===== src/rtl/bs3_pkg.sv =====
// ============================================================================
// bs3_pkg
// Shared types and constants for the 3x3 box smoothing filter: sample and
// sum widths, reciprocal constants for the rounded mean, register indexes.
// ============================================================================
package bs3_pkg;

    // Sample format (signed Q8.8)
    localparam int SAMPLE_BITS = 16;

    // Configuration port
    localparam int CFG_INDEX_W = 4;
    localparam int CFG_DATA_W  = 13;

    localparam logic [CFG_INDEX_W-1:0] REG_FRAME_WIDTH  = CFG_INDEX_W'(0);
    localparam logic [CFG_INDEX_W-1:0] REG_FRAME_HEIGHT = CFG_INDEX_W'(1);

    localparam int FRAME_WIDTH_BITS  = 7;
    localparam int FRAME_HEIGHT_BITS = 13;
    localparam int FRAME_WIDTH_RESET  = 64;
    localparam int FRAME_HEIGHT_RESET = 64;
    localparam int FRAME_HEIGHT_MAX   = 4096;
    localparam int FRAME_DIM_MIN      = 2;

    // Row counter runs two past the last row during the drain
    localparam int ROW_W = 13;

    // Datapath widths
    localparam int CS_W  = SAMPLE_BITS + 2;   // sum of up to 3 samples
    localparam int SUM_W = SAMPLE_BITS + 4;   // sum of up to 9 samples
    localparam int MAG_W = SAMPLE_BITS + 3;   // rounded-up magnitude

    // Reciprocal multiply: floor(y / d) = (y * ceil(2^K / d)) >> K, exact
    // for y < 2^MAG_W when K = MAG_W + 4.
    localparam int REC_SHIFT = MAG_W + 4;
    localparam int REC_W     = REC_SHIFT - 1;
    localparam int PROD_W    = MAG_W + REC_W;

    localparam logic [REC_W-1:0] RECIP_4 = REC_W'(2 ** (REC_SHIFT - 2));
    localparam logic [REC_W-1:0] RECIP_3 = REC_W'((2 ** REC_SHIFT + 2) / 3);
    localparam logic [REC_W-1:0] RECIP_9 = REC_W'((2 ** REC_SHIFT + 8) / 9);

    // Rounding bias added to the magnitude before the scaled divide
    localparam logic [SUM_W-1:0] BIAS_4 = SUM_W'(2);
    localparam logic [SUM_W-1:0] BIAS_6 = SUM_W'(3);
    localparam logic [SUM_W-1:0] BIAS_9 = SUM_W'(4);

    // Number of cells under the window
    typedef enum logic [1:0] {
        DIV_BY_4,
        DIV_BY_6,
        DIV_BY_9
    } div_sel_t;

    // What the mean pipeline needs to know about one result
    typedef struct packed {
        logic     incl_left;
        logic     incl_new;
        div_sel_t div;
        logic     last;
    } emit_t;

    // One accepted item on its way to the row stores and the window
    typedef struct packed {
        logic signed [SAMPLE_BITS-1:0] sample;
        logic                          top_ok;
        logic                          bot_ok;
        logic                          emit;
        emit_t                         info;
    } item_t;

endpackage


===== src/rtl/bs3_ram.sv =====
// ============================================================================
// bs3_ram
// Generic simple dual-port RAM: one write port, one read port, registered
// read data held while the read enable is low.
// ============================================================================
module bs3_ram #(
    parameter int WIDTH = 16,
    parameter int DEPTH = 64
) (
    input  logic                     clk,
    input  logic                     wr_en,
    input  logic [$clog2(DEPTH)-1:0] wr_addr,
    input  logic [WIDTH-1:0]         wr_data,
    input  logic                     rd_en,
    input  logic [$clog2(DEPTH)-1:0] rd_addr,
    output logic [WIDTH-1:0]         rd_data
);

    logic [WIDTH-1:0] mem [DEPTH];

    always_ff @(posedge clk)
    begin
        if (wr_en)
        begin
            mem[wr_addr] <= wr_data;
        end
    end

    always_ff @(posedge clk)
    begin
        if (rd_en)
        begin
            rd_data <= mem[rd_addr];
        end
    end

endmodule


===== src/rtl/bs3_scan.sv =====
// ============================================================================
// bs3_scan
// Raster scan control: frame registers, input column/row counters, drain
// detection, and per-item decode of which result (if any) the item causes.
// ============================================================================
module bs3_scan #(
    parameter int MAX_WIDTH = 64
) (
    input  logic                                 clk,
    input  logic                                 rst_n,
    input  logic                                 cfg_write,
    input  logic [bs3_pkg::CFG_INDEX_W-1:0]      cfg_index,
    input  logic [bs3_pkg::CFG_DATA_W-1:0]       cfg_data,
    input  logic                                 in_valid,
    output logic                                 in_stall,
    input  logic signed [bs3_pkg::SAMPLE_BITS-1:0] height_in,
    input  logic                                 flush,
    input  logic                                 s1_pop,
    output logic                                 rd_en,
    output logic [$clog2(MAX_WIDTH)-1:0]         rd_addr,
    output logic                                 s1_valid,
    output logic [$clog2(MAX_WIDTH)-1:0]         s1_addr,
    output bs3_pkg::item_t                       s1_item
);

    localparam int COL_W   = $clog2(MAX_WIDTH);
    localparam int W_W     = $clog2(MAX_WIDTH + 1);
    localparam int W_RESET = (MAX_WIDTH < bs3_pkg::FRAME_WIDTH_RESET) ?
                             MAX_WIDTH : bs3_pkg::FRAME_WIDTH_RESET;

    logic [W_W-1:0]               width_reg;
    logic [bs3_pkg::ROW_W-1:0]    height_reg;
    logic [COL_W-1:0]             col_reg, col_next;
    logic [bs3_pkg::ROW_W-1:0]    row_reg, row_next;
    logic                         s1_valid_reg;
    logic [COL_W-1:0]             s1_addr_reg;
    bs3_pkg::item_t               s1_item_reg;

    logic [bs3_pkg::FRAME_WIDTH_BITS-1:0]  cfg_w;
    logic [bs3_pkg::FRAME_HEIGHT_BITS-1:0] cfg_h;
    logic [W_W-1:0]               width_clamped;
    logic [bs3_pkg::ROW_W-1:0]    height_clamped;

    logic free, accept, take, draining;
    logic emit_edge, emit_mid, first_row, last_row, rows3, cols3, last_cell;
    logic row_is1, row_is2, row_is_h, row_is_h1, col_zero, col_ge2, col_wrap;
    bs3_pkg::item_t item;

    // Register value clamping
    always_comb
    begin
        cfg_w = cfg_data[bs3_pkg::FRAME_WIDTH_BITS-1:0];
        cfg_h = cfg_data[bs3_pkg::FRAME_HEIGHT_BITS-1:0];

        if (32'(cfg_w) < bs3_pkg::FRAME_DIM_MIN)
            width_clamped = W_W'(bs3_pkg::FRAME_DIM_MIN);
        else if (32'(cfg_w) > MAX_WIDTH)
            width_clamped = W_W'(MAX_WIDTH);
        else
            width_clamped = W_W'(cfg_w);

        if (32'(cfg_h) < bs3_pkg::FRAME_DIM_MIN)
            height_clamped = bs3_pkg::ROW_W'(bs3_pkg::FRAME_DIM_MIN);
        else if (32'(cfg_h) > bs3_pkg::FRAME_HEIGHT_MAX)
            height_clamped = bs3_pkg::ROW_W'(bs3_pkg::FRAME_HEIGHT_MAX);
        else
            height_clamped = bs3_pkg::ROW_W'(cfg_h);
    end

    // Item decode
    always_comb
    begin
        free     = !s1_valid_reg || s1_pop;
        accept   = in_valid && free;
        draining = (row_reg >= height_reg);
        take     = accept && (draining || !flush);

        col_zero  = (col_reg == '0);
        col_ge2   = (col_reg >= COL_W'(2));
        row_is1   = (row_reg == bs3_pkg::ROW_W'(1));
        row_is2   = (row_reg == bs3_pkg::ROW_W'(2));
        row_is_h  = (row_reg == height_reg);
        row_is_h1 = (row_reg == height_reg + 1'b1);

        // Right-edge cell of the row two back, or the cell one column back in the row one back
        emit_edge = col_zero && (row_reg >= bs3_pkg::ROW_W'(2));
        emit_mid  = !col_zero && (row_reg != '0);
        first_row = emit_edge ? row_is2 : row_is1;
        last_row  = emit_edge ? row_is_h1 : row_is_h;
        rows3     = !first_row && !last_row;
        cols3     = emit_mid && col_ge2;
        last_cell = emit_edge && row_is_h1;

        item.sample         = draining ? '0 : height_in;
        item.top_ok         = !row_is1;
        item.bot_ok         = !draining;
        item.emit           = emit_edge || emit_mid;
        item.info.incl_left = emit_edge || col_ge2;
        item.info.incl_new  = emit_mid;
        item.info.last      = last_cell;
        if (rows3 && cols3)
            item.info.div = bs3_pkg::DIV_BY_9;
        else if (rows3 || cols3)
            item.info.div = bs3_pkg::DIV_BY_6;
        else
            item.info.div = bs3_pkg::DIV_BY_4;

        col_wrap = (W_W'(col_reg) + 1'b1 == width_reg);
        if (last_cell)
        begin
            col_next = '0;
            row_next = '0;
        end
        else if (col_wrap)
        begin
            col_next = '0;
            row_next = row_reg + 1'b1;
        end
        else
        begin
            col_next = col_reg + 1'b1;
            row_next = row_reg;
        end
    end

    always_ff @(posedge clk or negedge rst_n)
    begin
        if (!rst_n)
        begin
            width_reg    <= W_W'(W_RESET);
            height_reg   <= bs3_pkg::ROW_W'(bs3_pkg::FRAME_HEIGHT_RESET);
            col_reg      <= '0;
            row_reg      <= '0;
            s1_valid_reg <= 1'b0;
        end
        else
        begin
            priority if (cfg_write)
            begin
                unique case (cfg_index)
                    bs3_pkg::REG_FRAME_WIDTH:
                    begin
                        width_reg <= width_clamped;
                        col_reg   <= '0;
                        row_reg   <= '0;
                    end
                    bs3_pkg::REG_FRAME_HEIGHT:
                    begin
                        height_reg <= height_clamped;
                        col_reg    <= '0;
                        row_reg    <= '0;
                    end
                    default:
                    begin
                        col_reg <= col_reg;
                    end
                endcase
            end
            else if (take)
            begin
                col_reg <= col_next;
                row_reg <= row_next;
            end

            if (free)
            begin
                s1_valid_reg <= take;
            end
        end
    end

    always_ff @(posedge clk)
    begin
        if (take)
        begin
            s1_addr_reg <= col_reg;
            s1_item_reg <= item;
        end
    end

    assign in_stall = !free;
    assign rd_en    = take;
    assign rd_addr  = col_reg;
    assign s1_valid = s1_valid_reg;
    assign s1_addr  = s1_addr_reg;
    assign s1_item  = s1_item_reg;

endmodule


===== src/rtl/bs3_mean.sv =====
// ============================================================================
// bs3_mean
// Rounded 3x3 mean pipeline: window sum, biased magnitude, reciprocal
// multiply, sign restore, output register.
// ============================================================================
module bs3_mean (
    input  logic                                   clk,
    input  logic                                   rst_n,
    input  logic                                   push,
    output logic                                   ready,
    input  logic signed [bs3_pkg::CS_W-1:0]        left_sum,
    input  logic signed [bs3_pkg::CS_W-1:0]        mid_sum,
    input  logic signed [bs3_pkg::CS_W-1:0]        right_sum,
    input  bs3_pkg::emit_t                         info,
    output logic                                   out_valid,
    input  logic                                   out_stall,
    output logic signed [bs3_pkg::SAMPLE_BITS-1:0] height_out,
    output logic                                   end_of_frame
);

    // Operand stage
    logic                              s2_valid_reg;
    logic signed [bs3_pkg::CS_W-1:0]   s2_left_reg, s2_mid_reg, s2_right_reg;
    bs3_pkg::emit_t                    s2_info_reg;
    // Sum stage
    logic                              s3_valid_reg;
    logic signed [bs3_pkg::SUM_W-1:0]  s3_sum_reg;
    bs3_pkg::emit_t                    s3_info_reg;
    // Scaled magnitude stage
    logic                              s4_valid_reg;
    logic [bs3_pkg::MAG_W-1:0]         s4_y_reg;
    logic                              s4_neg_reg;
    bs3_pkg::div_sel_t                 s4_div_reg;
    logic                              s4_last_reg;
    // Quotient stage
    logic                              s5_valid_reg;
    logic [bs3_pkg::SAMPLE_BITS-1:0]   s5_q_reg;
    logic                              s5_neg_reg;
    logic                              s5_last_reg;
    // Output register
    logic                              out_valid_reg;
    logic [bs3_pkg::SAMPLE_BITS-1:0]   out_height_reg;
    logic                              out_last_reg;

    logic en3, en4, en5, en_out;
    logic signed [bs3_pkg::SUM_W-1:0] sum;
    logic [bs3_pkg::SUM_W-1:0]        bias, y_full;
    logic [bs3_pkg::MAG_W-1:0]        y;
    logic [bs3_pkg::REC_W-1:0]        recip;
    logic [bs3_pkg::PROD_W-1:0]       prod;
    logic                             neg;

    assign en_out = !out_valid_reg || !out_stall;
    assign en5    = !s5_valid_reg || en_out;
    assign en4    = !s4_valid_reg || en5;
    assign en3    = !s3_valid_reg || en4;
    assign ready  = !s2_valid_reg || en3;

    always_comb
    begin
        sum = bs3_pkg::SUM_W'(s2_mid_reg)
            + (s2_info_reg.incl_left ? bs3_pkg::SUM_W'(s2_left_reg) : '0)
            + (s2_info_reg.incl_new  ? bs3_pkg::SUM_W'(s2_right_reg) : '0);
    end

    // |sum| plus bias in one adder: bias - sum for a negative sum
    always_comb
    begin
        neg = s3_sum_reg[bs3_pkg::SUM_W-1];
        unique case (s3_info_reg.div)
            bs3_pkg::DIV_BY_4: bias = bs3_pkg::BIAS_4;
            bs3_pkg::DIV_BY_6: bias = bs3_pkg::BIAS_6;
            bs3_pkg::DIV_BY_9: bias = bs3_pkg::BIAS_9;
            default:           bias = bs3_pkg::BIAS_4;
        endcase
        y_full = neg ? (bias - s3_sum_reg) : (s3_sum_reg + bias);
        // x/6 = floor(x/2)/3 leaves a halved magnitude for the six-cell case
        if (s3_info_reg.div == bs3_pkg::DIV_BY_6)
            y = y_full[bs3_pkg::MAG_W:1];
        else
            y = y_full[bs3_pkg::MAG_W-1:0];
    end

    always_comb
    begin
        unique case (s4_div_reg)
            bs3_pkg::DIV_BY_4: recip = bs3_pkg::RECIP_4;
            bs3_pkg::DIV_BY_6: recip = bs3_pkg::RECIP_3;
            bs3_pkg::DIV_BY_9: recip = bs3_pkg::RECIP_9;
            default:           recip = bs3_pkg::RECIP_4;
        endcase
        prod = bs3_pkg::PROD_W'(s4_y_reg) * bs3_pkg::PROD_W'(recip);
    end

    always_ff @(posedge clk or negedge rst_n)
    begin
        if (!rst_n)
        begin
            s2_valid_reg  <= 1'b0;
            s3_valid_reg  <= 1'b0;
            s4_valid_reg  <= 1'b0;
            s5_valid_reg  <= 1'b0;
            out_valid_reg <= 1'b0;
        end
        else
        begin
            if (ready)
                s2_valid_reg <= push;
            if (en3)
                s3_valid_reg <= s2_valid_reg;
            if (en4)
                s4_valid_reg <= s3_valid_reg;
            if (en5)
                s5_valid_reg <= s4_valid_reg;
            if (en_out)
                out_valid_reg <= s5_valid_reg;
        end
    end

    always_ff @(posedge clk)
    begin
        if (ready)
        begin
            s2_left_reg  <= left_sum;
            s2_mid_reg   <= mid_sum;
            s2_right_reg <= right_sum;
            s2_info_reg  <= info;
        end
        if (en3)
        begin
            s3_sum_reg  <= sum;
            s3_info_reg <= s2_info_reg;
        end
        if (en4)
        begin
            s4_y_reg    <= y;
            s4_neg_reg  <= neg;
            s4_div_reg  <= s3_info_reg.div;
            s4_last_reg <= s3_info_reg.last;
        end
        if (en5)
        begin
            s5_q_reg    <= prod[bs3_pkg::REC_SHIFT +: bs3_pkg::SAMPLE_BITS];
            s5_neg_reg  <= s4_neg_reg;
            s5_last_reg <= s4_last_reg;
        end
        if (en_out)
        begin
            out_height_reg <= s5_neg_reg ? ('0 - s5_q_reg) : s5_q_reg;
            out_last_reg   <= s5_last_reg;
        end
    end

    assign out_valid    = out_valid_reg;
    assign height_out   = out_height_reg;
    assign end_of_frame = out_last_reg;

endmodule


===== src/rtl/box_smooth_3x3.sv =====
// ============================================================================
// box_smooth_3x3
// 3x3 box mean over a raster height map, rounded to nearest, with two row
// stores in RAM and a column-sum window; frames drain with flush items.
// ============================================================================
// Path: the input transfer that completes a result's window (one row plus one
//   cell later in items) passes the item, operand, sum, magnitude, quotient and output registers.
// Throughput: one input transfer per cycle while in_stall is low; the row stores
//   are read once and written once per item, on separate RAM ports.
// Reset: counters, frame registers (64 x 64) and valid bits clear; row store
//   contents are undefined and only reach rows outside the map.
module box_smooth_3x3 #(
    parameter int MAX_WIDTH = 64
) (
    input  logic                                   clk,
    input  logic                                   rst_n,
    // Configuration write channel
    input  logic                                   cfg_valid,
    output logic                                   cfg_ready,
    input  logic [bs3_pkg::CFG_INDEX_W-1:0]        cfg_index,
    input  logic [bs3_pkg::CFG_DATA_W-1:0]         cfg_data,
    // Sample input
    input  logic                                   in_valid,
    output logic                                   in_stall,
    input  logic signed [bs3_pkg::SAMPLE_BITS-1:0] height_in,
    input  logic                                   flush,
    // Smoothed output
    output logic                                   out_valid,
    input  logic                                   out_stall,
    output logic signed [bs3_pkg::SAMPLE_BITS-1:0] height_out,
    output logic                                   end_of_frame
);

    localparam int COL_W = $clog2(MAX_WIDTH);

    logic                                rd_en;
    logic [COL_W-1:0]                    rd_addr;
    logic                                s1_valid;
    logic [COL_W-1:0]                    s1_addr;
    bs3_pkg::item_t                      s1_item;
    logic                                s1_pop;
    logic                                mean_ready;
    logic [bs3_pkg::SAMPLE_BITS-1:0]     older_rd, newer_rd;
    logic signed [bs3_pkg::CS_W-1:0]     col_sum_new;
    logic signed [bs3_pkg::CS_W-1:0]     win_left_reg, win_mid_reg;

    // Registers take writes any time; the host only writes while idle.
    assign cfg_ready = 1'b1;

    // Stage 0: counters, decode, row store read at the input column.
    bs3_scan #(
        .MAX_WIDTH (MAX_WIDTH)
    ) u_scan (
        .clk       (clk),
        .rst_n     (rst_n),
        .cfg_write (cfg_valid && cfg_ready),
        .cfg_index (cfg_index),
        .cfg_data  (cfg_data),
        .in_valid  (in_valid),
        .in_stall  (in_stall),
        .height_in (height_in),
        .flush     (flush),
        .s1_pop    (s1_pop),
        .rd_en     (rd_en),
        .rd_addr   (rd_addr),
        .s1_valid  (s1_valid),
        .s1_addr   (s1_addr),
        .s1_item   (s1_item)
    );

    // Row stores. The older store takes the newer store's old value, the
    // newer store takes the sample: a read-modify-write of one column per
    // item. Consecutive items always touch different columns (width >= 2),
    // so a read never overlaps the write-back of the same entry; the only
    // exception, the first item after a frame restart, reads rows that
    // the window masks off anyway.
    bs3_ram #(
        .WIDTH (bs3_pkg::SAMPLE_BITS),
        .DEPTH (MAX_WIDTH)
    ) u_older_row (
        .clk     (clk),
        .wr_en   (s1_pop),
        .wr_addr (s1_addr),
        .wr_data (newer_rd),
        .rd_en   (rd_en),
        .rd_addr (rd_addr),
        .rd_data (older_rd)
    );

    bs3_ram #(
        .WIDTH (bs3_pkg::SAMPLE_BITS),
        .DEPTH (MAX_WIDTH)
    ) u_newer_row (
        .clk     (clk),
        .wr_en   (s1_pop),
        .wr_addr (s1_addr),
        .wr_data (s1_item.sample),
        .rd_en   (rd_en),
        .rd_addr (rd_addr),
        .rd_data (newer_rd)
    );

    // Stage 1: the new window column. Every emission that uses a column
    // shares its output row, so the top/bottom row masks are applied once
    // here and the window keeps only masked column sums.
    always_comb
    begin
        col_sum_new = bs3_pkg::CS_W'(signed'(newer_rd))
            + (s1_item.top_ok ? bs3_pkg::CS_W'(signed'(older_rd)) : '0)
            + (s1_item.bot_ok ? bs3_pkg::CS_W'(s1_item.sample) : '0);
    end

    // Items without a result only shift the window; items with one wait
    // for the mean pipeline.
    assign s1_pop = s1_valid && (!s1_item.emit || mean_ready);

    // Window: column sums two back (left) and one back (mid). The mid column
    // is the center for a right-edge result and for an inner one.
    always_ff @(posedge clk)
    begin
        if (s1_pop)
        begin
            win_left_reg <= win_mid_reg;
            win_mid_reg  <= col_sum_new;
        end
    end

    // Stages 2-6: window sum, rounding, reciprocal divide, output register.
    bs3_mean u_mean (
        .clk          (clk),
        .rst_n        (rst_n),
        .push         (s1_pop && s1_item.emit),
        .ready        (mean_ready),
        .left_sum     (win_left_reg),
        .mid_sum      (win_mid_reg),
        .right_sum    (col_sum_new),
        .info         (s1_item.info),
        .out_valid    (out_valid),
        .out_stall    (out_stall),
        .height_out   (height_out),
        .end_of_frame (end_of_frame)
    );

endmodule

===== config.mk =====
export PLATFORM = sky130hd
export DESIGN_NAME = box_smooth_3x3
export DESIGN_NICKNAME = d
export VERILOG_FILES = /design/src/rtl/bs3_pkg.sv /design/src/rtl/bs3_ram.sv /design/src/rtl/bs3_scan.sv /design/src/rtl/bs3_mean.sv /design/src/rtl/box_smooth_3x3.sv
export SDC_FILE = /design/constraint.sdc
export NUM_CORES = 2
export LEC_CHECK = 0
export ABC_AREA = 1
export BUFFER_PORTS_ARGS = -buffer_cell sky130_fd_sc_hd__buf_4
export CAP_MARGIN = 20
export CORE_AREA = 2 2 544 546
export CTS_CLUSTER_DIAMETER = 40
export CTS_CLUSTER_SIZE = 24
export DETAILED_ROUTE_END_ITERATION = 10
export DIE_AREA = 0 0 546 548
export SETUP_SLACK_MARGIN = 0.3
export SKIP_LAST_GASP = 1
export SLEW_MARGIN = 10
export SYNTH_ARGS = -nofsm -noshare
export SYNTH_HDL_FRONTEND = slang
export SYNTH_HIERARCHICAL = 1
export SYNTH_SLANG_ARGS = --single-unit

===== constraint.sdc =====
create_clock -name clk -period 10.8 [get_ports clk]
set_input_delay 0 -clock clk [delete_from_list [all_inputs] [get_ports clk]]
set_output_delay 0 -clock clk [all_outputs]
set_load 0.02 [all_outputs]

==> flow_summary.ini <==
[sta]
rsz0062_at_grt = false
hold_violations = 0
finalCritPeriodShare = 0.640
finalHoldWorstSlack_ns = 0.0458
setup_viol = 0
max-slew-margin-rel = 0.223
clock_skew_ns = 0.0524
period_needed_ns = 6.91
drv_slew = 0
tightest_slew_ns = 1.17
clock.fmax_ghz = 0.145
tns_ns = 0

[critical_path]
crit_top_cell = fa_1
r2r_start = u_mean/s4_div_reg[0]
cpMaxStageDelayCell = ha_1
cpPeakStageDelay_ns = 0.68
end_kind = register
cp_cell_sequence = inv_1 -> ha_1 -> nand2_1 -> fa_1 -> inv_1 -> fa_1 -> inv_1 -> fa_1 -> fa_1 -> inv_1 -> fa_1 -> fa_1 -> ha_1 -> a21oi_1 -> inv_1 -> a31oi_1 -> o21a_1 -> nor2_1 -> nor3_1 -> nand2_1 -> nand2_1 -> nand2_1
critPathLaunchType = register
critPathArrivalTime_ns = 7.55
crit_type = reg -> reg
r2r_cells = 22
regToRegEndpoint = u_mean/s5_q_reg[13]
rrSetupSlack_ns = 3.89
worstPathRequired_ns = 11.44
critPathMaxFanout = 19

[cts]
cts_root_buffer = clkbuf_16
clock_latency_ns = 0.93
clk_pin_slew_ns = 0.05
htree_num_levels = 5
cts_max_path_buffers = 4
post_cts_buffers = 0
clock-sinks = 2331
numCtsBuffers = 332
cts_tree = done

[synthesis]
synth_cells = 9774
syn-cell-area_sq_mm = 0.108
syn_area_per_cell_sq_um = 11.1
synth.distinct_cells = 55
synth.most_common_cell = nand2_1
synth_top_family_by_area = simple AND/OR/NAND/NOR gates
synth_xor_xnor_area_share = 0.00768
synthAdderAreaFrac = 0.0666
synthTopCellsByArea = edfxtp_1 (63%), nand2_1 (11%), nand3_1 (8.5%), fa_1 (4.1%), ha_1 (2.5%)
synth_mux_area_frac = 0.000370
yosys.area.top_type = edfxtp_1
ys_ff_latch = 2331
ys.warnings.count = 6
synth_compound_area_frac = 0.0102
synthFlopType = edfxtp_1
ys_seq_area_frac = 0.645
synth_top_area_frac = 0.634
synthSimpleGateAreaFrac = 0.216
synth_common_cells = nand2_1 (3163), edfxtp_1 (2286), nand3_1 (1843)
synthesis.nets = 10255
synth-edff-count = 2286
async_flop_share = 0.0193

[place]
placed_area_sq_mm = 0.112
place_hpwl_microns = 173000
place_inst = 13480
gp_routability_congestion = 0.887
portBuffers = 57

[route]
drc = 0
wl_per_cell_microns = 20.8
antenna_left = 0
drt_pass1_iterations = 6
first_iter_violations = 7086
viasPerCell = 5.13
routed_wirelength_microns = 294000
via_count = 72763

[floorplan]
die_w_microns = 546
die-area_sq_mm = 0.299
boundaryPins = 59
die_h_microns = 548
start_util = 0.369
fp.coreArea_sq_mm = 0.293
rows = 199

[cells_and_area]
drive_gt1_frac = 0.0897
nNetsFinal = 10454
final_cells = 14180
final_cell_area_sq_mm = 0.124
syn_to_final_growth_pct = 15.0

[global_route]
antenna_found_initial = 8
use_met3 = 0.0285
grtUsageMet2 = 0.314
grt_use_total = 0.191
grt_overflow = 0
grt_max_degree = 228
grt_pass1_wl_microns = 441000
grt_pass1_vias = 71131
gr-max-usage-layer = met2
use_met1 = 0.256

[job]
maxCapViolations = 0

[run_status]
status = finished, final reports clean

[hold_path]
worstHoldStart = height_in[8]
hold_class = in -> reg
min_to = u_scan/s1_item[16]
hold_depth = 4
cell type report:
class                   instances  area, sq um
multi-input cells            6225        32700
well taps                    3919         4900
repair buffers                348         2950
flip-flops and latches       2331        69800
fillers                     27029       169000
clock inverters               240         2700
inverters                     735         2820
clock buffers                 374         8590
diodes                          8         20.0
what timing repair did:
item                       4_1_cts  5_1_grt
resized for setup                0        0
setup endpoints to repair        0        0
hold buffers                    78        0
hold endpoints to repair       119        0
cell usage in the layout, fill, tap and decap left out, types with 35 or more instances in the layout:
cell / Yosys / routed
nand2_1: 3163 / 3162
edfxtp_1: 2286 / 2286
nand3_1: 1843 / 1843
inv_1: 715 / 712
clkbuf_16: 0 / 337
nor2_1: 306 / 302
buf_4: 39 / 259
fa_1: 223 / 223
ha_1: 219 / 219
a21oi_1: 84 / 84
dlygate4sd3_1: 0 / 77
xor2_1: 67 / 67
o21ai_0: 66 / 66
nand4_1: 54 / 54
clkinv_2: 0 / 45
inv_6: 0 / 39
dfrtp_1: 43 / 38
bufinv_16: 0 / 35
clkbuf_1: 68 / 35
logic make-up (layout without fill, tap and decap cells):
group	count (synthesis)	in the layout
AO/OA/AOI/OAI	201	201
XOR/XNOR	94	94
adder cells (fa/ha/maj)	442	442
buffers and inverters	1218	1697
flip-flops	2331	2331
multiplexers	4	4
other	1	9
AND/OR/NAND/NOR	5483	5483
how the worst max path moves through the flow:
stage	endpoint	from
floorplan	u_newer_row/rd_data[0]	u_mean/out_valid
global placement	u_mean/s5_q_reg[13]	u_mean/s4_div_reg[0]
detailed placement	u_mean/s5_q_reg[13]	u_mean/s4_div_reg[0]
CTS	u_mean/s5_q_reg[13]	u_mean/s4_div_reg[0]
global route	u_mean/s5_q_reg[13]	u_mean/s4_div_reg[0]
finish	u_mean/s5_q_reg[13]	u_mean/s4_div_reg[0]
per-layer routing:
layer / vias to the layer above / share of wire
met5: - / 0
met4: 0 / 0.037
met3: 496 / 0.072
met2: 2760 / 0.47
met1: 35705 / 0.42
li1: 33802 / -
through the flow:
step | util | setup WS [ns]
detailed placement | 0.383 | 3.85
global route | 0.425 | 3.46
CTS | 0.425 | 3.83
finish | 0.425 | 3.89
floorplan | - | 1.65
global placement | 0.383 | 3.76
critical path: cells and delay by family (launching register included):
kind / cells / cell delay [ns]
buffers and inverters: 5 / 0.35
AND/OR/NAND/NOR: 6 / 0.73
adder cells (fa/ha/maj): 8 / 4.32
flip-flops: 1 / 0.39
AO/OA/AOI/OAI: 3 / 0.86
Power is left out: the tool's default activity adds up to more than one toggle a clock period on the data nets, which glitch-free logic cannot reach.
